File: config.mk
export PLATFORM = sky130hd
export DESIGN_NAME = scan_object_segmenter
export DESIGN_NICKNAME = d
export VERILOG_FILES = /design/src/hw/rtl/sos_pkg.sv /design/src/hw/rtl/scan_object_segmenter.sv /design/src/hw/rtl/sos_ctrl.sv /design/src/hw/rtl/sos_datapath.sv
export SDC_FILE = /design/constraint.sdc
export NUM_CORES = 2
export LEC_CHECK = 0
export BUFFER_PORTS_ARGS = -buffer_cell sky130_fd_sc_hd__clkbuf_2
export CAP_MARGIN = 20
export CORE_MARGIN = 1.5
export CORE_UTILIZATION = 40
export CTS_BUF_LIST = sky130_fd_sc_hd__clkbuf_16
export CTS_CLUSTER_DIAMETER = 40
export CTS_CLUSTER_SIZE = 12
export DETAILED_ROUTE_END_ITERATION = 8
export HOLD_SLACK_MARGIN = 0.08
export PLACE_DENSITY = 0.65
export SKIP_CTS_REPAIR_TIMING = 1
export SLEW_MARGIN = 20
export SYNTH_ARGS = -nofsm -noshare
export SYNTH_HDL_FRONTEND = slang
export SYNTH_SLANG_ARGS = --single-unit
export TNS_END_PERCENT = 1
File: constraint.sdc
create_clock -name clk -period 13.6 [get_ports clk]
set_input_delay 1.36 -clock clk [delete_from_list [all_inputs] [get_ports clk]]
set_output_delay 1.36 -clock clk [all_outputs]
set_load 0.03 [all_outputs]
File: src/hw/rtl/sos_pkg.sv
// Shared types and constants of the scan object segmenter.
`default_nettype none

package sos_pkg;

  // Field widths
  localparam int DIST_W   = 16;
  localparam int STEP_W   = 4;
  localparam int ARC_W    = 16;
  localparam int IDX_W    = 7;
  localparam int RUN_W    = 8;
  localparam int CNT_W    = 3;
  localparam int CENTER_W = 11;
  localparam int CFG_IDX_W = 3;

  // Configuration register indexes
  localparam logic [CFG_IDX_W-1:0] REG_IR_LIMIT     = 3'd0;
  localparam logic [CFG_IDX_W-1:0] REG_SONAR_LIMIT  = 3'd1;
  localparam logic [CFG_IDX_W-1:0] REG_ANGLE_STEP   = 3'd2;
  localparam logic [CFG_IDX_W-1:0] REG_ARC_PER_SAMP = 3'd3;
  localparam logic [CFG_IDX_W-1:0] REG_START_MIN    = 3'd4;

  // Reset values of the configuration registers
  localparam logic [DIST_W-1:0] RST_IR_LIMIT     = 16'd6400;
  localparam logic [DIST_W-1:0] RST_SONAR_LIMIT  = 16'd3200;
  localparam logic [STEP_W-1:0] RST_ANGLE_STEP   = 4'd2;
  localparam logic [ARC_W-1:0]  RST_ARC_PER_SAMP = 16'd2286;
  localparam logic [DIST_W-1:0] RST_START_MIN    = 16'd6400;

  // Commands from controller to datapath
  typedef struct packed {
    logic step;    // apply one accepted sample
    logic mul;     // second partial product of the width
    logic fin;     // close the object and update the best one
    logic report;  // load the result register and clear the sweep
  } cmd_t;

  // Status from datapath to controller
  typedef struct packed {
    logic close;     // current sample closes an open object
    logic out_busy;  // result register holds a request not yet taken
  } sts_t;

endpackage

`default_nettype wire

File: src/hw/rtl/scan_object_segmenter.sv
// Top level of the scan object segmenter: sweep samples in, smallest-object report out.
//
//  channel | dir | handshake              | payload
//  --------+-----+------------------------+---------------------------------------------
//  in      | in  | in_tvalid / in_tready  | in_tdata 32b, in_tlast ends the sweep
//  out     | out | out_tvalid / out_tready| out_tdata 48b, one request per sweep
//  cfg     | in  | cfg_we                 | cfg_index 3b, cfg_data 16b
//
// A sample that does not close an object is handled in ST_IDLE, a closing sample also
// passes ST_MUL and ST_FIN: the object width is formed as two registered partial products,
// p1_r and prod_r. A last sample then loads the result register in ST_REPORT, and waits
// there while an earlier result is still held. Reset (rst_n low, synchronous) clears
// sweep state and loads register defaults. A stalled output holds its request unchanged.
`default_nettype none

module scan_object_segmenter #(
  parameter int MAX_OBJECTS = 6,
  parameter int MAX_SAMPLES = 128
) (
  input  wire logic        clk,
  input  wire logic        rst_n,
  // fields from bit 0: ir_distance[15:0], sonar_distance[31:16]
  input  wire logic [31:0] in_tdata,
  input  wire logic        in_tlast,
  input  wire logic        in_tvalid,
  output logic             in_tready,
  // fields from bit 0: object_count[2:0], smallest_width[18:3],
  // smallest_center[29:19], smallest_distance[45:30], zero fill
  output logic [47:0]      out_tdata,
  output logic             out_tvalid,
  input  wire logic        out_tready,
  input  wire logic        cfg_we,
  input  wire logic [2:0]  cfg_index,
  input  wire logic [15:0] cfg_data
);

  sos_pkg::cmd_t cmd;
  sos_pkg::sts_t sts;

  logic [sos_pkg::CNT_W-1:0]    object_count;
  logic [sos_pkg::DIST_W-1:0]   smallest_width;
  logic [sos_pkg::CENTER_W-1:0] smallest_center;
  logic [sos_pkg::DIST_W-1:0]   smallest_distance;

  sos_ctrl u_ctrl (
    .clk       (clk),
    .rst_n     (rst_n),
    .in_tvalid (in_tvalid),
    .in_tlast  (in_tlast),
    .in_tready (in_tready),
    .sts       (sts),
    .cmd       (cmd)
  );

  sos_datapath #(
    .MAX_OBJECTS (MAX_OBJECTS),
    .MAX_SAMPLES (MAX_SAMPLES)
  ) u_datapath (
    .clk               (clk),
    .rst_n             (rst_n),
    .cfg_we            (cfg_we),
    .cfg_index         (cfg_index),
    .cfg_data          (cfg_data),
    .ir_distance       (in_tdata[15:0]),
    .sonar_distance    (in_tdata[31:16]),
    .cmd               (cmd),
    .sts               (sts),
    .out_tready        (out_tready),
    .out_tvalid        (out_tvalid),
    .object_count      (object_count),
    .smallest_width    (smallest_width),
    .smallest_center   (smallest_center),
    .smallest_distance (smallest_distance)
  );

  // Pack the result fields, lowest first
  assign out_tdata = {2'b00, smallest_distance, smallest_center, smallest_width, object_count};

endmodule

`default_nettype wire

File: src/hw/rtl/sos_ctrl.sv
// Controller state machine of the scan object segmenter.
`default_nettype none

module sos_ctrl (
  input  wire logic          clk,
  input  wire logic          rst_n,
  input  wire logic          in_tvalid,
  input  wire logic          in_tlast,
  output logic               in_tready,
  input  wire sos_pkg::sts_t sts,
  output sos_pkg::cmd_t      cmd
);

  typedef enum logic [1:0] {
    ST_IDLE,
    ST_MUL,
    ST_FIN,
    ST_REPORT
  } state_t;

  state_t state_r, state_nxt;
  logic   last_r, last_nxt;
  logic   accept;

  assign in_tready = (state_r == ST_IDLE);
  assign accept    = in_tvalid && in_tready;

  // Sequence commands and next state
  always_comb begin
    cmd       = '0;
    state_nxt = state_r;
    last_nxt  = last_r;
    case (state_r)
      ST_IDLE: begin
        if (accept) begin
          cmd.step = 1'b1;
          last_nxt = in_tlast;
          if (sts.close) begin
            state_nxt = ST_MUL;
          end else if (in_tlast) begin
            state_nxt = ST_REPORT;
          end
        end
      end
      ST_MUL: begin
        cmd.mul   = 1'b1;
        state_nxt = ST_FIN;
      end
      ST_FIN: begin
        cmd.fin   = 1'b1;
        state_nxt = last_r ? ST_REPORT : ST_IDLE;
      end
      ST_REPORT: begin
        if (!sts.out_busy) begin
          cmd.report = 1'b1;
          state_nxt  = ST_IDLE;
        end
      end
      default: state_nxt = ST_IDLE;
    endcase
  end

  // Hold state
  always_ff @(posedge clk) begin
    if (!rst_n) begin
      state_r <= ST_IDLE;
      last_r  <= 1'b0;
    end else begin
      state_r <= state_nxt;
      last_r  <= last_nxt;
    end
  end

endmodule

`default_nettype wire

File: src/hw/rtl/sos_datapath.sv
// Datapath of the scan object segmenter: registers, sweep state, width and centre.
`default_nettype none

module sos_datapath #(
  parameter int MAX_OBJECTS = 6,
  parameter int MAX_SAMPLES = 128
) (
  input  wire logic                                clk,
  input  wire logic                                rst_n,
  input  wire logic                                cfg_we,
  input  wire logic [sos_pkg::CFG_IDX_W-1:0]       cfg_index,
  input  wire logic [sos_pkg::DIST_W-1:0]          cfg_data,
  input  wire logic [sos_pkg::DIST_W-1:0]          ir_distance,
  input  wire logic [sos_pkg::DIST_W-1:0]          sonar_distance,
  input  wire sos_pkg::cmd_t                       cmd,
  output sos_pkg::sts_t                            sts,
  input  wire logic                                out_tready,
  output logic                                     out_tvalid,
  output logic [sos_pkg::CNT_W-1:0]                object_count,
  output logic [sos_pkg::DIST_W-1:0]               smallest_width,
  output logic [sos_pkg::CENTER_W-1:0]             smallest_center,
  output logic [sos_pkg::DIST_W-1:0]               smallest_distance
);

  localparam int DIST_W   = sos_pkg::DIST_W;
  localparam int IDX_W    = sos_pkg::IDX_W;
  localparam int RUN_W    = sos_pkg::RUN_W;
  localparam int CNT_W    = sos_pkg::CNT_W;
  localparam int CENTER_W = sos_pkg::CENTER_W;
  localparam int STEP_W   = sos_pkg::STEP_W;
  localparam int ARC_W    = sos_pkg::ARC_W;
  localparam int P1_W     = RUN_W + ARC_W;
  localparam int PROD_W   = P1_W + DIST_W;
  localparam int BPROD_W  = RUN_W + STEP_W;

  localparam logic [CNT_W-1:0] MAX_OBJ = CNT_W'(MAX_OBJECTS);
  localparam logic [IDX_W-1:0] IDX_MAX = IDX_W'(MAX_SAMPLES - 1);
  localparam logic [RUN_W-1:0] RUN_MAX = '1;

  // Configuration registers
  logic [DIST_W-1:0] ir_limit_r, sonar_limit_r, start_min_r;
  logic [STEP_W-1:0] angle_step_r;
  logic [ARC_W-1:0]  arc_r;

  // Sweep state
  logic                inside_r;
  logic [IDX_W-1:0]    idx_r;
  logic [RUN_W-1:0]    run_len_r;
  logic [DIST_W-1:0]   run_min_r;
  logic [CNT_W-1:0]    found_r;
  logic [DIST_W-1:0]   best_w_r, best_d_r;
  logic [CENTER_W-1:0] best_c_r;

  // Width and centre pipeline
  logic [P1_W-1:0]     p1_r;
  logic [PROD_W-1:0]   prod_r;
  logic [CENTER_W-1:0] center_r;

  // Result register
  logic                out_valid_r;
  logic [CNT_W-1:0]    out_cnt_r;
  logic [DIST_W-1:0]   out_w_r, out_d_r;
  logic [CENTER_W-1:0] out_c_r;

  logic                active, pass, opening;
  logic [DIST_W-1:0]   open_min;
  logic [CENTER_W-1:0] ang_a;
  logic [BPROD_W-1:0]  ang_bprod;
  logic [CENTER_W-1:0] ang_b;
  logic [CENTER_W-1:0] center_nxt;
  logic [PROD_W-DIST_W-1:0] w_full;
  logic [DIST_W-1:0]   width;
  logic [IDX_W-1:0]    idx_inc;

  assign active  = (found_r < MAX_OBJ);
  assign pass    = (ir_distance < ir_limit_r) && (sonar_distance < sonar_limit_r);
  assign opening = !inside_r && pass;
  assign open_min = (sonar_distance < start_min_r) ? sonar_distance : start_min_r;
  assign idx_inc = (idx_r < IDX_MAX) ? idx_r + 1'b1 : idx_r;

  assign sts.close    = active && inside_r && !pass;
  assign sts.out_busy = out_valid_r && !out_tready;

  // Centre angle: closing index times step less half the run's span
  assign ang_a      = {{(CENTER_W-IDX_W){1'b0}}, idx_r} * {{(CENTER_W-STEP_W){1'b0}}, angle_step_r};
  assign ang_bprod  = {{STEP_W{1'b0}}, run_len_r} * {{RUN_W{1'b0}}, angle_step_r};
  assign ang_b      = ang_bprod[BPROD_W-1:1];
  assign center_nxt = (ang_a > ang_b) ? ang_a - ang_b : '0;

  // Saturate the scaled width
  assign w_full = prod_r[PROD_W-1:DIST_W];
  assign width  = (|w_full[PROD_W-DIST_W-1:DIST_W]) ? '1 : w_full[DIST_W-1:0];

  // Write configuration registers; other indexes are dropped
  always_ff @(posedge clk) begin
    if (!rst_n) begin
      ir_limit_r    <= sos_pkg::RST_IR_LIMIT;
      sonar_limit_r <= sos_pkg::RST_SONAR_LIMIT;
      angle_step_r  <= sos_pkg::RST_ANGLE_STEP;
      arc_r         <= sos_pkg::RST_ARC_PER_SAMP;
      start_min_r   <= sos_pkg::RST_START_MIN;
    end else if (cfg_we) begin
      case (cfg_index)
        sos_pkg::REG_IR_LIMIT:     ir_limit_r    <= cfg_data;
        sos_pkg::REG_SONAR_LIMIT:  sonar_limit_r <= cfg_data;
        sos_pkg::REG_ANGLE_STEP:   angle_step_r  <= cfg_data[STEP_W-1:0];
        sos_pkg::REG_ARC_PER_SAMP: arc_r         <= cfg_data;
        sos_pkg::REG_START_MIN:    start_min_r   <= cfg_data;
        default: ;
      endcase
    end
  end

  // Width products and centre, no reset needed
  always_ff @(posedge clk) begin
    if (cmd.step) begin
      p1_r     <= {{ARC_W{1'b0}}, run_len_r} * {{RUN_W{1'b0}}, arc_r};
      center_r <= center_nxt;
    end
    if (cmd.mul) begin
      prod_r <= {{DIST_W{1'b0}}, p1_r} * {{P1_W{1'b0}}, run_min_r};
    end
  end

  // Advance the sweep state
  always_ff @(posedge clk) begin
    if (!rst_n) begin
      inside_r  <= 1'b0;
      idx_r     <= '0;
      run_len_r <= '0;
      run_min_r <= sos_pkg::RST_START_MIN;
      found_r   <= '0;
      best_w_r  <= '0;
      best_c_r  <= '0;
      best_d_r  <= '0;
    end else if (cmd.report) begin
      inside_r  <= 1'b0;
      idx_r     <= '0;
      run_len_r <= '0;
      run_min_r <= start_min_r;
      found_r   <= '0;
      best_w_r  <= '0;
      best_c_r  <= '0;
      best_d_r  <= '0;
    end else if (cmd.fin) begin
      if (found_r == '0 || width < best_w_r) begin
        best_w_r <= width;
        best_c_r <= center_r;
        best_d_r <= run_min_r;
      end
      found_r  <= found_r + 1'b1;
      inside_r <= 1'b0;
      idx_r    <= idx_inc;
    end else if (cmd.step && active && !sts.close) begin
      if (opening) begin
        inside_r  <= 1'b1;
        run_len_r <= RUN_W'(1);
        run_min_r <= open_min;
      end else if (inside_r) begin
        if (run_len_r != RUN_MAX) begin
          run_len_r <= run_len_r + 1'b1;
        end
        if (sonar_distance < run_min_r) begin
          run_min_r <= sonar_distance;
        end
      end
      idx_r <= idx_inc;
    end
  end

  // Hold the result request until taken
  always_ff @(posedge clk) begin
    if (!rst_n) begin
      out_valid_r <= 1'b0;
    end else if (cmd.report) begin
      out_valid_r <= 1'b1;
    end else if (out_tready) begin
      out_valid_r <= 1'b0;
    end
  end

  always_ff @(posedge clk) begin
    if (cmd.report) begin
      out_cnt_r <= found_r;
      out_w_r   <= best_w_r;
      out_c_r   <= best_c_r;
      out_d_r   <= best_d_r;
    end
  end

  assign out_tvalid        = out_valid_r;
  assign object_count      = out_cnt_r;
  assign smallest_width    = out_w_r;
  assign smallest_center   = out_c_r;
  assign smallest_distance = out_d_r;

endmodule

`default_nettype wire

* Yosys cells after proc, flatten, opt, wreduce, memory -nomap -nowiden
Index checks and enable logic that the tools add are counted.
Cells by class: add/sub/neg operators 4, reduce and logical (&&, ||, !) cells 37, mux-type cells 28, bitwise logic cells 2, $mul 4, order comparisons 8, equal/unequal tests 12
Operators by type and width (number):
- 16-bit two-way mux | 8
- 16-bit less-than comparator | 5
- 24-bit by 16-bit multiplier with 40-bit output | 1
- 8-bit by 16-bit multiplier with 24-bit output | 1
- 8-bit two-way mux | 3
- 7-bit two-way mux | 3
- 2-bit AND reduction | 8
- 8-bit by 4-bit multiplier with 12-bit output | 1
- 11-bit > comparator | 1
- 7-bit by 4-bit multiplier with 11-bit output | 1
- 11-bit subtractor | 1
- 2-bit two-way mux | 5
- 2-bit nonzero test | 5
- 8-bit by 1-bit adder with 8-bit output (second input constant) | 1
- 1-bit logical AND | 8
- 1-bit two-way mux | 8
- 8-bit inequality test (second input constant) | 1
- 2-bit one-hot mux with 4 select lines | 1
- 4-bit AND reduction | 2
- 8-bit OR reduction | 1
- 7-bit by 1-bit adder with 7-bit output (second input constant) | 1
- 7-bit less-than comparator (second input constant) | 1
- 3-bit by 2-bit equality test with 1-bit output (second input constant) | 2
- 3-bit zero test | 2
- other kinds (16) | 24
Word-level totals: bits in registers 271, bits of input ports 57, output and inout bits 50, word-level logic and storage cells 118

* Depth between registers and ports, before layout
word-level depth 9, gate-level depth with buffers 24, gate-level depth less buffers 23

* Cells and area by module
Synthesis repeated with hierarchy kept, for this count alone.
Unflattened totals: cell total of the unflattened synthesis 3125, area total of the unflattened synthesis 28723.8 um2
Modules (own cells, without submodules):
- sos_datapath | sequential area each 6095.8 um2, cells each 3100, area each 28536.1 um2, times used 1
- sos_ctrl | sequential area each 60.1 um2, cells each 22, area each 168.9 um2, times used 1
- scan_object_segmenter | sequential area each 0.0 um2, cells each 3, area each 18.8 um2, times used 1

* Worst setup path after synthesis
No wires, ideal clock.
path type register to register, start register u_datapath.run_min_r[1], end register u_datapath.prod_r[39] (data pin), path buffers 2, stages on the path, launching flop included 25, setup time 0.262 ns, arrival time 6.070 ns, required time 13.338 ns, period minus slack after synthesis 6.331 ns, slack 7.269 ns, path through dfxtp_1 > clkbuf_1 > clkbuf_1 > nand2_1 > fa_1 > inv_1 > fa_1 > inv_1 > fa_1 > inv_1 > fa_1 > fa_1 > inv_1 > fa_1 > inv_1 > ha_1 > a21oi_1 > o21ai_0 > a311oi_1 > nor2_1 > o311ai_4 > o211ai_2 > a2111oi_2 > o31ai_1 > xnor2_1
On the way: longest elaborated chain between the ends 1
Ends and longest elaborated chain:
- from (decl) | line sos_datapath.sv:49 | logic [DIST_W-1:0] run_min_r;
- from (signal assigned) | line sos_datapath.sv:131 | run_min_r <= sos_pkg::RST_START_MIN;
- from (signal assigned) | line sos_datapath.sv:140 | run_min_r <= start_min_r;
- from (signal assigned) | line sos_datapath.sv:158 | run_min_r <= open_min;
- 24-bit by 16-bit multiplier with 40-bit output | line sos_datapath.sv:121 | prod_r <= {{DIST_W{1'b0}}, p1_r} * {{P1_W{1'b0}}, run_min_r};
- to (signal assigned) | line sos_datapath.sv:121
- to (decl) | line sos_datapath.sv:56 | logic [PROD_W-1:0] prod_r;
No other way between the ends. A chain may end at the register's enable or synchronous reset.

* Final worst setup path
start register u_datapath.run_min_r[2], end register u_datapath.prod_r[39] (data pin)
Same word-level chain as after synthesis.

==> flow_metrics.tcl <==
set metrics [dict create \
    status "completed" \
    syn-cell-area_um2 28510 \
    min_path_type "reg2reg" \
    clockBufferDepth 3 \
    grt_pass1_wl_um 110500 \
    wl_per_cell_um 16.66 \
    cts_inserted_buffers 43 \
    clock_skew_ns 0.03238 \
    synthFlopType "dfxtp_1" \
    synth_top_area_frac 0.2893 \
    drv_cap 0 \
    drtAntennaViolNets 0 \
    worstSkewPairLatency_ns 0.56 \
    die_height_um 270.0 \
    drt-pass1-iter-count 5 \
    crit_fanout 27 \
    ys_warn_count 0 \
    io_pins 107 \
    crit_type "reg2reg" \
    first_global_vias 20430 \
    cts-root-buf "clkbuf_16" \
    grt_usage 0.1889 \
    synthMuxAreaShare 0.01865 \
    dr_total_vias 20410 \
    die_area_um2 72890 \
    fin_crit_ns 7.005 \
    drcViolationCount 0 \
    clk_pin_slew_ns 0.05 \
    rr_worst_depth 19 \
    yosys.area.top_type "fa_1" \
    tightest_slew_ns 1.176 \
    reg2reg_to "u_datapath.prod_r[39]$_DFFE_PP_" \
    drtIter0Drc 1223 \
    synth_most_common_cell "inv_1" \
    grt_overflow_total 0 \
    port-buffer-count 104 \
    synthTopCellsByArea "fa_1 29%, ha_1 12%, edfxtp_1 11%" \
    synthAdderAreaFrac 0.4095 \
    synth_simple_gate_area_frac 0.1648 \
    ys_seq_elements 255 \
    maxSlewViolCount 0 \
    stdcell_area_um2 31240 \
    syn_avg_cell_area_um2 9.256 \
    initial_core_util 0.4057 \
    tritoncts "done" \
    max-slew-margin-rel 0.2150 \
    power.density_nw_per_um2 102.4 \
    synthXorXnorAreaFrac 0.02273 \
    critPathLaunch "u_datapath.run_min_r[2]$_SDFFE_PN0P_" \
    fmax_mhz 142.8 \
    regArea_um2 6157 \
    synthTopCellsByCount "535 x inv_1, 490 x nand2_1, 412 x fa_1" \
    finalCritPeriodShare 0.5151 \
    multiInputGateArea_um2 19840 \
    cp-start-kind "register" \
    place_area_um2 29850 \
    irDropWorstVdd_mv 0.09338 \
    via_per_inst 4.995 \
    ys_seq_area_frac 0.2159 \
    drive_above_1_share 0.07479 \
    critPathArrivalTime_ns 7.28 \
    grt_setup_unrepaired "false" \
    p_leak_nw 14.31 \
    syn_inst 3080 \
    synth_top_family_by_area "adder cells" \
    dp_hpwl_um 52180 \
    worstSetupEndpointType "register" \
    synth_edf_count 105 \
    clkSinkCount 255 \
    hold_violations 0 \
    syn2layout_area_growth_pct 9.580 \
    ys_types 63 \
    rows 97 \
    coreArea_um2 70270 \
    chipWidth_um 270.0 \
    antenna_found_initial 4 \
    async_reset_ff_frac 0 \
    drt-total-wl_um 68080 \
    place.gp.congestion 0.8517 \
    fin_setup_tns_ns 0 \
    cts_max_level 2 \
    synth_compound_area_frac 0.07847 \
    setup_viol 0 \
    rr_startpoint "u_datapath.run_min_r[2]$_SDFFE_PN0P_" \
    endpoint "u_datapath.prod_r[39]$_DFFE_PP_" \
    fillers 6806 \
    grt_max_degree 94 \
    regToRegSetupSlack_ns 6.60 \
    worst_ep_required_time_ns 13.88 \
    fin_nets 3852 \
]
-- per-stage QoR --
step | instances | hold WS, ns | setup WS (ns) | util | total power [W]
6_report | 4086 | 0.4331 | 6.595 | 0.4446 | 0.003199
5_1_grt | 4086 | 0.4414 | 6.180 | 0.4446 | 0.003427
4_1_cts | 4082 | 0.4361 | 6.612 | 0.4443 | 0.003222
3_5_place_dp | 4004 | 0.4214 | 6.617 | 0.4247 | 0.002164
3_3_place_gp | 4004 | 0.4136 | 6.692 | 0.4247 | 0.002143
2_1_floorplan | 3081 | 0.4076 | 7.269 | - | 0.001849
-- final cells by class --
type                            instances  area share
Multi-Input combinational cell       2149      0.6349
Sequential cell                       255      0.1971
Inverter                              535     0.06428
Tap cell                              940     0.03765
Clock buffer                           43     0.03444
Timing Repair Buffer                  125     0.02171
Clock inverter                         35    0.009612
Antenna cell                            4   0.0003204
-- cells in the final DEF (no fill, tap or decap), types with 42 or more instances in the layout --
cell / n
a21oi_1: 98
clkbuf_2: 104
edfxtp_1: 105
dfxtp_1: 149
nand2_1: 489
o21ai_0: 56
inv_1: 538
a21boi_0: 55
a21o_1: 42
and2_1: 256
ha_1: 274
fa_1: 412
xnor2_1: 57
nor2_1: 108
mux2i_1: 52
clkbuf_16: 43
-- critical path, stage by stage (launching register included) --
cell,delay [ns]
dfxtp_1,1.05
nand2_1,0.18
fa_1,0.53
fa_1,0.53
fa_1,0.52
inv_1,0.05
fa_1,0.49
fa_1,0.50
inv_1,0.05
fa_1,0.48
inv_1,0.07
ha_1,0.33
a21oi_1,0.20
o21ai_0,0.16
a221o_1,0.43
o311ai_4,0.28
o211ai_2,0.16
a2111oi_2,0.43
o31ai_1,0.13
xnor2_1,0.13
-- power by group --
part | internal, W | switching [W]
clock | 0.000630 | 0.000410
sequential | 0.000883 | 0.0000649
combinational | 0.000516 | 0.000695
total | 0.00203 | 0.00117
-- state kept, by name (all words and copies together), names as in the netlist, 3 cells and up --
| register | cells |
|---|---|
| u_datapath.p1_r | 24 |
| u_datapath.prod_r | 24 |
| u_datapath.arc_r | 16 |
| u_datapath.best_d_r | 16 |
| u_datapath.best_w_r | 16 |
| u_datapath.ir_limit_r | 16 |
| u_datapath.run_min_r | 16 |
| u_datapath.smallest_distance | 16 |
| u_datapath.smallest_width | 16 |
| u_datapath.sonar_limit_r | 16 |
| u_datapath.start_min_r | 16 |
| u_datapath.best_c_r | 11 |
| u_datapath.center_r | 11 |
| u_datapath.smallest_center | 11 |
| u_datapath.run_len_r | 8 |
| u_datapath.idx_r | 7 |
| u_datapath.angle_step_r | 4 |
| u_datapath.found_r | 3 |
| u_datapath.object_count | 3 |
-- worst min-delay path by stage --
| stage | slack (ns) | start | depth (start not counted) | end |
|---|---|---|---|---|
| finish | 0.43 | u_datapath.best_c_r[8]$_SDFFE_PP0P_ | 0 | u_datapath.smallest_center[8]$_DFFE_PP_ |
| global route | 0.44 | u_datapath.best_c_r[5]$_SDFFE_PP0P_ | 0 | u_datapath.smallest_center[5]$_DFFE_PP_ |
| CTS | 0.44 | u_datapath.best_c_r[8]$_SDFFE_PP0P_ | 0 | u_datapath.smallest_center[8]$_DFFE_PP_ |
| detailed placement | 0.42 | u_datapath.best_c_r[0]$_SDFFE_PP0P_ | 0 | u_datapath.smallest_center[0]$_DFFE_PP_ |
| global placement | 0.41 | u_datapath.best_d_r[0]$_SDFFE_PP0P_ | 0 | u_datapath.smallest_distance[0]$_DFFE_PP_ |
| floorplan | 0.41 | u_datapath.best_c_r[0]$_SDFFE_PP0P_ | 0 | u_datapath.smallest_center[0]$_DFFE_PP_ |
-- per-layer routing --
layer	track usage	vias to the layer above	part of all wire
met2	0.2968	597	0.45
met3	0.02729	107	0.060
met4	0.05574	0	0.024
met1	0.2696	9984	0.47
met5	0	-	0
li1	-	9721	-
-- cell families (layout without fill, tap and decap cells) --
| family | Yosys count | in the layout |
|---|---|---|
| adder cells (fa/ha/maj) | 686 | 686 |
| XOR/XNOR | 74 | 74 |
| AO/OA/AOI/OAI | 338 | 338 |
| multiplexers | 53 | 53 |
| buffers and inverters | 677 | 738 |
| flip-flops | 255 | 255 |
| other | 1 | 6 |
| AND/OR/NAND/NOR | 996 | 996 |
Power figures use the tool's default switching activity.
